## src/design/assert_macros.svh

```systemverilog
// Assertion macros shared by the RTL files.
`ifndef ASSERT_MACROS_SVH
`define ASSERT_MACROS_SVH

// Same-cycle implication, checked out of reset.
`define ASSERT_SAME(lbl, ante, cons, msg) \
  lbl: assert property (@(posedge clk) disable iff (!rst_n) (ante) |-> (cons)) else $error(msg);

// Next-cycle implication, checked out of reset.
`define ASSERT_NEXT(lbl, ante, cons, msg) \
  lbl: assert property (@(posedge clk) disable iff (!rst_n) (ante) |=> (cons)) else $error(msg);

`endif

```

## src/design/itoa_pkg.sv

```systemverilog
// Package: widths, character codes, divider request and response types.
package itoa_pkg;

  localparam int VALUE_WIDTH = 64;
  localparam int RADIX_W     = 5;
  localparam int CHAR_W      = 8;
  // at most one digit per operand bit (binary)
  localparam int MAX_DIGITS  = VALUE_WIDTH;
  localparam int ADDR_W      = $clog2(MAX_DIGITS);
  localparam int ND_W        = $clog2(MAX_DIGITS + 1);
  localparam int CNT_W       = $clog2(VALUE_WIDTH);

  localparam logic [RADIX_W-1:0] RADIX_MIN = 5'd2;
  localparam logic [RADIX_W-1:0] RADIX_MAX = 5'd16;
  localparam logic [RADIX_W-1:0] RADIX_DEC = 5'd10;

  localparam logic [CHAR_W-1:0] CHAR_ZERO  = 8'h30;
  localparam logic [CHAR_W-1:0] CHAR_UP_A  = 8'h41;
  localparam logic [CHAR_W-1:0] CHAR_LO_A  = 8'h61;
  localparam logic [CHAR_W-1:0] CHAR_MINUS = 8'h2D;

  typedef struct packed {
    logic                   start;
    logic [VALUE_WIDTH-1:0] dividend;
    logic [RADIX_W-1:0]     divisor;
  } div_req_t;

  typedef struct packed {
    logic                   done;
    logic [VALUE_WIDTH-1:0] quotient;
    logic [RADIX_W-1:0]     remainder;
  } div_rsp_t;

  // digit value 0..15 to its ASCII character
  function automatic logic [CHAR_W-1:0] digit_char(input logic [3:0] d, input logic upper);
    logic [CHAR_W-1:0] ext;
    ext = {{(CHAR_W-4){1'b0}}, d};
    if (d < 4'd10) begin
      digit_char = CHAR_ZERO + ext;
    end else if (upper) begin
      digit_char = CHAR_UP_A + ext - 8'd10;
    end else begin
      digit_char = CHAR_LO_A + ext - 8'd10;
    end
  endfunction

endpackage

```

## src/design/itoa_if.sv

```systemverilog
// Valid/ready channel interfaces for the operand and character items.
interface itoa_in_if import itoa_pkg::*; ();
  logic                   valid;
  logic                   ready;
  logic [63:0]            value;
  logic [RADIX_W-1:0]     radix;
  logic                   uppercase;
  logic                   is_signed;

  modport source (output valid, output value, output radix, output uppercase,
                  output is_signed, input ready);
  modport sink   (input valid, input value, input radix, input uppercase,
                  input is_signed, output ready);
endinterface

interface itoa_out_if import itoa_pkg::*; ();
  logic              valid;
  logic              ready;
  logic [CHAR_W-1:0] ascii_char;
  logic              last;

  modport source (output valid, output ascii_char, output last, input ready);
  modport sink   (input valid, input ascii_char, input last, output ready);
endinterface

```

## src/design/itoa_ram.sv

```systemverilog
// Generic single-port-write, registered-read RAM.
module itoa_ram #(
  parameter int WIDTH = 8,
  parameter int DEPTH = 64
) (
  input  logic                     clk,
  input  logic                     we,
  input  logic [$clog2(DEPTH)-1:0] waddr,
  input  logic [WIDTH-1:0]         wdata,
  input  logic [$clog2(DEPTH)-1:0] raddr,
  output logic [WIDTH-1:0]         rdata
);

  logic [WIDTH-1:0] mem [DEPTH];
  logic [WIDTH-1:0] rdata_r;

  always_ff @(posedge clk) begin
    if (we) begin
      mem[waddr] <= wdata;
    end
    rdata_r <= mem[raddr];
  end

  assign rdata = rdata_r;

endmodule

```

## src/design/itoa_div.sv

```systemverilog
// Bit-serial restoring divider: operand by a small radix, one quotient bit a cycle.
`include "assert_macros.svh"
module itoa_div import itoa_pkg::*; (
  input  logic     clk,
  input  logic     rst_n,
  input  div_req_t req,
  output div_rsp_t rsp
);

  logic                   busy_r, busy_nxt;
  logic                   done_r, done_nxt;
  logic [CNT_W-1:0]       cnt_r, cnt_nxt;
  logic [VALUE_WIDTH-1:0] quo_r, quo_nxt;
  logic [RADIX_W-1:0]     rem_r, rem_nxt;
  logic [RADIX_W-1:0]     dvs_r, dvs_nxt;
  logic [RADIX_W:0]       trial;
  logic [RADIX_W:0]       diff;
  logic                   fits;

  // partial remainder stays below the divisor, so six bits hold the trial
  assign trial = {rem_r, quo_r[VALUE_WIDTH-1]};
  assign diff  = trial - {1'b0, dvs_r};
  assign fits  = trial >= {1'b0, dvs_r};

  always_comb begin
    busy_nxt = busy_r;
    done_nxt = 1'b0;
    cnt_nxt  = cnt_r;
    quo_nxt  = quo_r;
    rem_nxt  = rem_r;
    dvs_nxt  = dvs_r;
    if (req.start) begin
      busy_nxt = 1'b1;
      cnt_nxt  = CNT_W'(VALUE_WIDTH - 1);
      quo_nxt  = req.dividend;
      rem_nxt  = '0;
      dvs_nxt  = req.divisor;
    end else if (busy_r) begin
      quo_nxt = {quo_r[VALUE_WIDTH-2:0], fits};
      rem_nxt = fits ? diff[RADIX_W-1:0] : trial[RADIX_W-1:0];
      if (cnt_r == '0) begin
        busy_nxt = 1'b0;
        done_nxt = 1'b1;
      end else begin
        cnt_nxt = cnt_r - CNT_W'(1);
      end
    end
  end

  always_ff @(posedge clk) begin
    if (!rst_n) begin
      busy_r <= 1'b0;
      done_r <= 1'b0;
    end else begin
      busy_r <= busy_nxt;
      done_r <= done_nxt;
    end
    cnt_r <= cnt_nxt;
    quo_r <= quo_nxt;
    rem_r <= rem_nxt;
    dvs_r <= dvs_nxt;
  end

  assign rsp.done      = done_r;
  assign rsp.quotient  = quo_r;
  assign rsp.remainder = rem_r;

  `ASSERT_SAME(a_div_radix, busy_r, (dvs_r >= RADIX_MIN) && (dvs_r <= RADIX_MAX), "divisor out of range while busy")
  `ASSERT_SAME(a_div_rem, done_r, rem_r < dvs_r, "remainder not below divisor")
  `ASSERT_NEXT(a_div_pulse, done_r, !done_r, "done held for more than one cycle")

endmodule

```

## src/design/integer_to_ascii_digits_unit.sv

```systemverilog
// Integer to ASCII digits: top level with sequencer, digit store and output register.
// Each digit is one pass of the shared serial divider; each character then goes through a read, a load
// and an output state, the output state holding until the sink is ready, with a leading minus
// sign first for a negative value. Operands: one at a time; the next one is taken only once
// the last character has gone.
// Reset: synchronous, active low; sequencer returns to idle, no character pending.
`include "assert_macros.svh"
module integer_to_ascii_digits_unit import itoa_pkg::*; (
  input  logic              clk,
  input  logic              rst_n,
  itoa_in_if.sink           in_item,
  itoa_out_if.source        out_item
);

  // one-hot sequencer states
  typedef enum logic [4:0] {
    ST_IDLE = 5'b00001,  // waiting for an operand
    ST_DIV  = 5'b00010,  // divider running, digits collected least significant first
    ST_READ = 5'b00100,  // address the digit store
    ST_LOAD = 5'b01000,  // registered read data into the output register
    ST_OUT  = 5'b10000   // character offered until taken
  } state_t;

  state_t                 state_r, state_nxt;
  logic [RADIX_W-1:0]     base_r, base_nxt;
  logic                   upper_r, upper_nxt;
  logic                   neg_r, neg_nxt;
  logic [ND_W-1:0]        nd_r, nd_nxt;
  logic [ADDR_W-1:0]      rd_idx_r, rd_idx_nxt;
  logic [CHAR_W-1:0]      out_char_r, out_char_nxt;
  logic                   out_last_r, out_last_nxt;
  logic                   out_sign_r, out_sign_nxt;

  logic                   in_acc;
  logic                   out_acc;
  logic [VALUE_WIDTH-1:0] v_in;
  logic                   neg_in;
  logic [VALUE_WIDTH-1:0] mag_in;
  logic [RADIX_W-1:0]     base_in;
  logic [ND_W-1:0]        nd_inc;
  logic                   more;

  div_req_t               div_req;
  div_rsp_t               div_rsp;

  logic                   ram_we;
  logic [CHAR_W-1:0]      ram_wdata;
  logic [CHAR_W-1:0]      ram_rdata;

  assign in_item.ready  = (state_r == ST_IDLE);
  assign in_acc         = in_item.valid && in_item.ready;
  assign out_item.valid = (state_r == ST_OUT);
  assign out_acc        = out_item.valid && out_item.ready;

  // only the low VALUE_WIDTH bits take part
  assign v_in   = in_item.value[VALUE_WIDTH-1:0];
  assign neg_in = in_item.is_signed && v_in[VALUE_WIDTH-1];
  // two's complement negate; the most negative value maps onto 2^(W-1) by itself
  assign mag_in = neg_in ? (~v_in) + VALUE_WIDTH'(1) : v_in;

  // radix saturates into 2..16; signed mode is decimal only
  always_comb begin
    if (in_item.is_signed) begin
      base_in = RADIX_DEC;
    end else if (in_item.radix < RADIX_MIN) begin
      base_in = RADIX_MIN;
    end else if (in_item.radix > RADIX_MAX) begin
      base_in = RADIX_MAX;
    end else begin
      base_in = in_item.radix;
    end
  end

  // digit just produced goes to slot nd_r; carry on while the quotient is non-zero and the store is not full
  assign nd_inc    = nd_r + ND_W'(1);
  assign more      = (div_rsp.quotient != '0) && (nd_inc < ND_W'(MAX_DIGITS));
  assign ram_we    = (state_r == ST_DIV) && div_rsp.done;
  assign ram_wdata = digit_char(div_rsp.remainder[3:0], upper_r);

  always_comb begin
    div_req.start    = in_acc || (ram_we && more);
    div_req.dividend = in_acc ? mag_in : div_rsp.quotient;
    div_req.divisor  = in_acc ? base_in : base_r;
  end

  always_comb begin
    state_nxt    = state_r;
    base_nxt     = base_r;
    upper_nxt    = upper_r;
    neg_nxt      = neg_r;
    nd_nxt       = nd_r;
    rd_idx_nxt   = rd_idx_r;
    out_char_nxt = out_char_r;
    out_last_nxt = out_last_r;
    out_sign_nxt = out_sign_r;
    case (state_r)
      ST_IDLE: begin
        if (in_acc) begin
          base_nxt  = base_in;
          upper_nxt = in_item.uppercase;
          neg_nxt   = neg_in;
          nd_nxt    = '0;
          state_nxt = ST_DIV;
        end
      end
      ST_DIV: begin
        if (div_rsp.done) begin
          nd_nxt = nd_inc;
          if (!more) begin
            // most significant digit sits in the slot just written
            rd_idx_nxt = nd_r[ADDR_W-1:0];
            if (neg_r) begin
              out_char_nxt = CHAR_MINUS;
              out_last_nxt = 1'b0;
              out_sign_nxt = 1'b1;
              state_nxt    = ST_OUT;
            end else begin
              state_nxt = ST_READ;
            end
          end
        end
      end
      ST_READ: begin
        state_nxt = ST_LOAD;
      end
      ST_LOAD: begin
        out_char_nxt = ram_rdata;
        out_last_nxt = (rd_idx_r == '0);
        out_sign_nxt = 1'b0;
        state_nxt    = ST_OUT;
      end
      ST_OUT: begin
        if (out_acc) begin
          if (out_sign_r) begin
            state_nxt = ST_READ;
          end else if (out_last_r) begin
            state_nxt = ST_IDLE;
          end else begin
            rd_idx_nxt = rd_idx_r - ADDR_W'(1);
            state_nxt  = ST_READ;
          end
        end
      end
      default: begin
        state_nxt = ST_IDLE;
      end
    endcase
  end

  always_ff @(posedge clk) begin
    if (!rst_n) begin
      state_r <= ST_IDLE;
    end else begin
      state_r <= state_nxt;
    end
    base_r     <= base_nxt;
    upper_r    <= upper_nxt;
    neg_r      <= neg_nxt;
    nd_r       <= nd_nxt;
    rd_idx_r   <= rd_idx_nxt;
    out_char_r <= out_char_nxt;
    out_last_r <= out_last_nxt;
    out_sign_r <= out_sign_nxt;
  end

  assign out_item.ascii_char = out_char_r;
  assign out_item.last       = out_last_r;

  itoa_div u_div (
    .clk   (clk),
    .rst_n (rst_n),
    .req   (div_req),
    .rsp   (div_rsp)
  );

  // digit store, written least significant first, read back in reverse
  itoa_ram #(
    .WIDTH (CHAR_W),
    .DEPTH (MAX_DIGITS)
  ) u_digits (
    .clk   (clk),
    .we    (ram_we),
    .waddr (nd_r[ADDR_W-1:0]),
    .wdata (ram_wdata),
    .raddr (rd_idx_r),
    .rdata (ram_rdata)
  );

  `ASSERT_SAME(a_out_blocks_in, out_item.valid, !in_item.ready, "operand accepted while a character is pending")
  `ASSERT_SAME(a_wr_in_range, ram_we, nd_r < ND_W'(MAX_DIGITS), "digit store overflow")
  `ASSERT_NEXT(a_last_to_idle, out_acc && out_last_r, in_item.ready, "not idle after last character")
  `ASSERT_SAME(a_done_in_div, div_rsp.done, state_r == ST_DIV, "divider result outside divide phase")

endmodule
```

## src/flat_wrapper.sv

```systemverilog
// flat-port wrapper written by rule: the top's interface ports become plain ports
module integer_to_ascii_digits_unit_flat import itoa_pkg::*;
  (clk, rst_n, in_item_valid, in_item_value, in_item_radix, in_item_uppercase, in_item_is_signed, in_item_ready, out_item_valid, out_item_ascii_char, out_item_last, out_item_ready);
  itoa_in_if in_item_i ();
  itoa_out_if out_item_i ();
  input  logic clk;
  input  logic rst_n;
  input wire logic [$bits(in_item_i.valid)-1:0] in_item_valid;
  input wire logic [$bits(in_item_i.value)-1:0] in_item_value;
  input wire logic [$bits(in_item_i.radix)-1:0] in_item_radix;
  input wire logic [$bits(in_item_i.uppercase)-1:0] in_item_uppercase;
  input wire logic [$bits(in_item_i.is_signed)-1:0] in_item_is_signed;
  output wire logic [$bits(in_item_i.ready)-1:0] in_item_ready;
  output wire logic [$bits(out_item_i.valid)-1:0] out_item_valid;
  output wire logic [$bits(out_item_i.ascii_char)-1:0] out_item_ascii_char;
  output wire logic [$bits(out_item_i.last)-1:0] out_item_last;
  input wire logic [$bits(out_item_i.ready)-1:0] out_item_ready;
  assign in_item_i.valid = in_item_valid;
  assign in_item_i.value = in_item_value;
  assign in_item_i.radix = in_item_radix;
  assign in_item_i.uppercase = in_item_uppercase;
  assign in_item_i.is_signed = in_item_is_signed;
  assign in_item_ready = in_item_i.ready;
  assign out_item_valid = out_item_i.valid;
  assign out_item_ascii_char = out_item_i.ascii_char;
  assign out_item_last = out_item_i.last;
  assign out_item_i.ready = out_item_ready;
  integer_to_ascii_digits_unit u_core (.clk(clk), .rst_n(rst_n), .in_item(in_item_i), .out_item(out_item_i));
endmodule
```

## config.mk

```make
export PLATFORM = sky130hd
export DESIGN_NAME = integer_to_ascii_digits_unit_flat
export DESIGN_NICKNAME = d
export VERILOG_FILES = /design/src/design/itoa_pkg.sv /design/src/design/itoa_if.sv /design/src/design/itoa_ram.sv /design/src/design/itoa_div.sv /design/src/design/integer_to_ascii_digits_unit.sv /design/src/flat_wrapper.sv
export VERILOG_INCLUDE_DIRS = /design/src /design/src/design
export SDC_FILE = /design/constraint.sdc
export NUM_CORES = 1
export LEC_CHECK = 0
export BUFFER_PORTS_ARGS = -buffer_cell sky130_fd_sc_hd__buf_2
export CORE_MARGIN = 10
export CORE_UTILIZATION = 24
export DETAILED_ROUTE_END_ITERATION = 7
export HOLD_SLACK_MARGIN = 0.15
export PLACE_DENSITY_LB_ADDON = 0.3
export SYNTH_ARGS = -nofsm -noshare
export SYNTH_HDL_FRONTEND = slang
export SYNTH_HIERARCHICAL = 1
export SYNTH_SLANG_ARGS = --single-unit
```

## constraint.sdc

```tcl
create_clock -name clk -period 5.9 [get_ports clk]
set_input_delay 0.59 -clock clk [delete_from_list [all_inputs] [get_ports clk]]
set_output_delay 0.59 -clock clk [all_outputs]
set_load 0.05 [all_outputs]
```

==> flow_metrics.env <==
export IMPL_fin_worst_skew_ns=0.0312
export IMPL_finalCritPeriodShare=0.741
export IMPL_drc_errors=0
export IMPL_htreeDepth=3
export IMPL_path_common_cell="buf_4"
export IMPL_status="finished clean"
export IMPL_synth_area_leaders="edfxtp_1 (66%), mux4_2 (10%), mux2_2 (3.1%), dfxtp_1 (1.9%), nor2_1 (1.7%)"
export IMPL_cts_buffers_inserted=72
export IMPL_dp_hpwl_um=45500
export IMPL_postCtsSetupBuffers=0
export IMPL_cts_tree="yes"
export IMPL_max_freq_mhz=229
export IMPL_yosys_most_used_dff="edfxtp_1"
export IMPL_areaGrowthSynthToFinish_pct=16.6
export IMPL_setup_viol=0
export IMPL_p_comb_frac=0.130
export IMPL_synth_edf_count=611
export IMPL_gp_congestion=0.814
export IMPL_final_hold_violation_count=0
export IMPL_initial_core_util=0.241
export IMPL_routed_wl_um=70000
export IMPL_drt_pass1_iterations=5
export IMPL_detail_route_antenna_nets=0
export IMPL_drt_iter0_markers=1273
export IMPL_swShare=0.258
export IMPL_cts_clk_slew_worst_paths_ns=0.06
export IMPL_grt_pass1_wl_um=105000
export IMPL_yosys_area_top_type_share=0.657
export IMPL_clockBufferDepth=3
export IMPL_io_pins=86
export IMPL_route_detailed_wl_per_inst_um=20.2
export IMPL_worstPathRequired_ns=6.12
export IMPL_avgSynthCellArea_um2=16.1
export IMPL_crit_buf_inv=3
export IMPL_dieArea_um2=130000
export IMPL_p_int_uw=8670
export IMPL_maxSlewHeadroom=0.212
export IMPL_via_count=15700
export IMPL_worst_slew_pin_slew_ns=1.15
export IMPL_grt_overflow_total=0
export IMPL_worstSetupPathType="reg -> reg"
export IMPL_timing_critical_path_arrival_ns=4.59
export IMPL_clock_sinks=637
export IMPL_die_width_um=361
export IMPL_finalCriticalPeriod_ns=4.37
export IMPL_rsz0062_at_grt="false"
export IMPL_crit_path_end_kind="flop"
export IMPL_antenna_found_initial=2
export IMPL_core_um2=116000
export IMPL_vdd_drop_max_v=0.000241
export IMPL_finalMaxSlewViolations=0
export IMPL_clkLatencyLatePin_ns=0.60
export IMPL_row_count=125
export IMPL_synth_distinct_cells=79
export IMPL_ys_seq_elements=637
export IMPL_syn_area_um2=27900
export IMPL_viasPerCell=4.53
export IMPL_async_reset_ff_frac=0
export IMPL_cp_cell_sequence="nor3_1 -> nor3b_2 -> nand2_4 -> o21ai_4 -> buf_4 -> nor2_1 -> inv_2 -> buf_4"
export IMPL_p_leak_uw=0.0104
export IMPL_cts_root_buffer="clkbuf_16"
export IMPL_pre_cts_ws_ns=1.51
export IMPL_synth_most_common_cell="edfxtp_1"
export IMPL_hold_path_class="in -> reg"
export IMPL_synth_top_cell_by_area="edfxtp_1"
export IMPL_slowest_delay_ns=0.78
export IMPL_place_inst=3344
export IMPL_cp_max_fo=75
export IMPL_grt_max_degree=100
export IMPL_critPathLaunchType="flop"
export IMPL_worst_slack_ns=1.53
export IMPL_post_cts_resized=0
export IMPL_p_per_area_nw_per_um2=359
export IMPL_max_cap_viol_count=0
export IMPL_place_port_buffers=85
export IMPL_seqPwrFrac=0.505
export IMPL_hold_slack_ns=0.228
export IMPL_syn_inst=1736
export IMPL_final_nets=1982
export IMPL_stdcell_count=3470
export IMPL_power_net_switching_uw=3020
export IMPL_yosysSeqAreaShare=0.676
export IMPL_ctsHoldBuffers=0
export IMPL_finalSetupTns_ns=0
export IMPL_cp_slowest_cell="buf_4"
export IMPL_die_height_um=361
export IMPL_pwr_share_clk=0.365
export IMPL_synthTopCellsByCount="edfxtp_1 (611), nor2_1 (130), mux4_2 (126)"
export IMPL_groute_usage_overall=0.105
export IMPL_cp_top_family="simple AND/OR/NAND/NOR gates"
export IMPL_antenna_cells=0
export IMPL_drive_above_1_share=0.235
export IMPL_ys_warn_count=6
export IMPL_first_global_vias=16200
## stage by stage
step	total power [uW]	cell area, um2	util
2_1_floorplan	6940	28100	-
3_3_place_gp	7460	30300	0.261
3_5_place_dp	7550	30300	0.261
4_1_cts	11800	32500	0.281
5_1_grt	12200	32500	0.281
6_report	11700	32500	0.281
## layer usage
layer  vias up  GRT usage  routed length, um
li1       7125          -                  -
met2       421      0.175              34000
met1      8092      0.135              30400
met4         2     0.0292               1430
met5         -          0                  7
met3        88     0.0236               4230
## state kept, by name (all words and copies together) (netlist names)
signal                      count
u_core/u_div/done_r             1
u_core/nd_r                     7
u_core/u_div/cnt_r              6
u_core/out_sign_r               1
u_core/u_digits/rdata           8
u_core/u_div/quo_r             64
u_core/u_div/busy_r             1
u_core/state_r                  5
u_core/base_r                   5
u_core/out_item.ascii_char      8
u_core/out_item.last            1
u_core/rd_idx_r                 6
u_core/u_digits/mem           512
u_core/u_div/rem_r              5
u_core/u_div/dvs_r              5
u_core/neg_r                    1
u_core/upper_r                  1
## path summary, 6_finish.rpt
kind,from,endpoint,slack (ns),depth (start not counted)
worst max-delay path,u_core/state_r[1],u_core/u_div/quo_r[47],1.53,8
worst min-delay path,in_item_uppercase,u_core/upper_r,0.23,1
worst max register to register,u_core/state_r[1],u_core/u_div/quo_r[47],1.53,8
worst min register to register,u_core/u_div/cnt_r[5],u_core/u_div/cnt_r[5],0.49,2
## power groups by stage
| stage | Combinational (uW) | Sequential [uW] | Clock [uW] |
|---|---|---|---|
| finish | 1520 | 5910 | 4260 |
| global route | 1710 | 5950 | 4550 |
| CTS | 1550 | 5910 | 4390 |
| detailed placement | 1540 | 6010 | 0 |
| global placement | 1470 | 5990 | 0 |
| floorplan | 994 | 5940 | 0 |
## cells by family (layout without fill, tap and decap cells)
family | after synthesis | count (layout) | share of synthesized area
XOR/XNOR | 75 | 75 | 0.0235
other | 1 | 64 | 0.000134
adder cells (fa/ha/maj) | 13 | 13 | 0.00610
flip-flops | 637 | 637 | 0.676
multiplexers | 227 | 227 | 0.141
buffers and inverters | 115 | 262 | 0.0202
AO/OA/AOI/OAI | 224 | 224 | 0.0531
AND/OR/NAND/NOR | 444 | 444 | 0.0796
## layout by cell type, fill, tap and decap left out, types with 8 or more instances in the layout
cell type,netlist,final
edfxtp_1,611,611
nor2_1,130,130
mux4_2,126,126
nand2_1,122,121
buf_2,13,85
o21ai_0,85,82
mux2_2,77,77
clkbuf_16,0,73
conb_1,1,64
xor2_1,41,41
xnor2_1,34,33
nand3_1,28,28
inv_1,27,26
nor4_1,26,26
dfxtp_1,26,26
nor3_1,24,24
a21oi_1,25,24
mux2i_1,24,24
buf_4,14,20
nand2b_1,16,16
nor2b_1,17,16
clkinv_2,0,15
or3_1,15,15
clkinv_1,2,13
nand4_1,13,13
ha_1,12,12
a31oi_1,11,11
o41ai_1,11,11
nand3b_1,9,9
o21ai_1,9,9
o22ai_1,9,9
clkbuf_1,44,8
o221ai_1,8,8
## cell type report
class	count	area [um2]
Clock buffer	85	1910
Clock inverter	41	343
Fill cell	11500	83400
Inverter	29	109
Multi-Input combinational cell	1047	8790
Sequential cell	637	18900
Tap cell	1524	1910
Timing Repair Buffer	107	616
(Power assumes the default switching activity.)
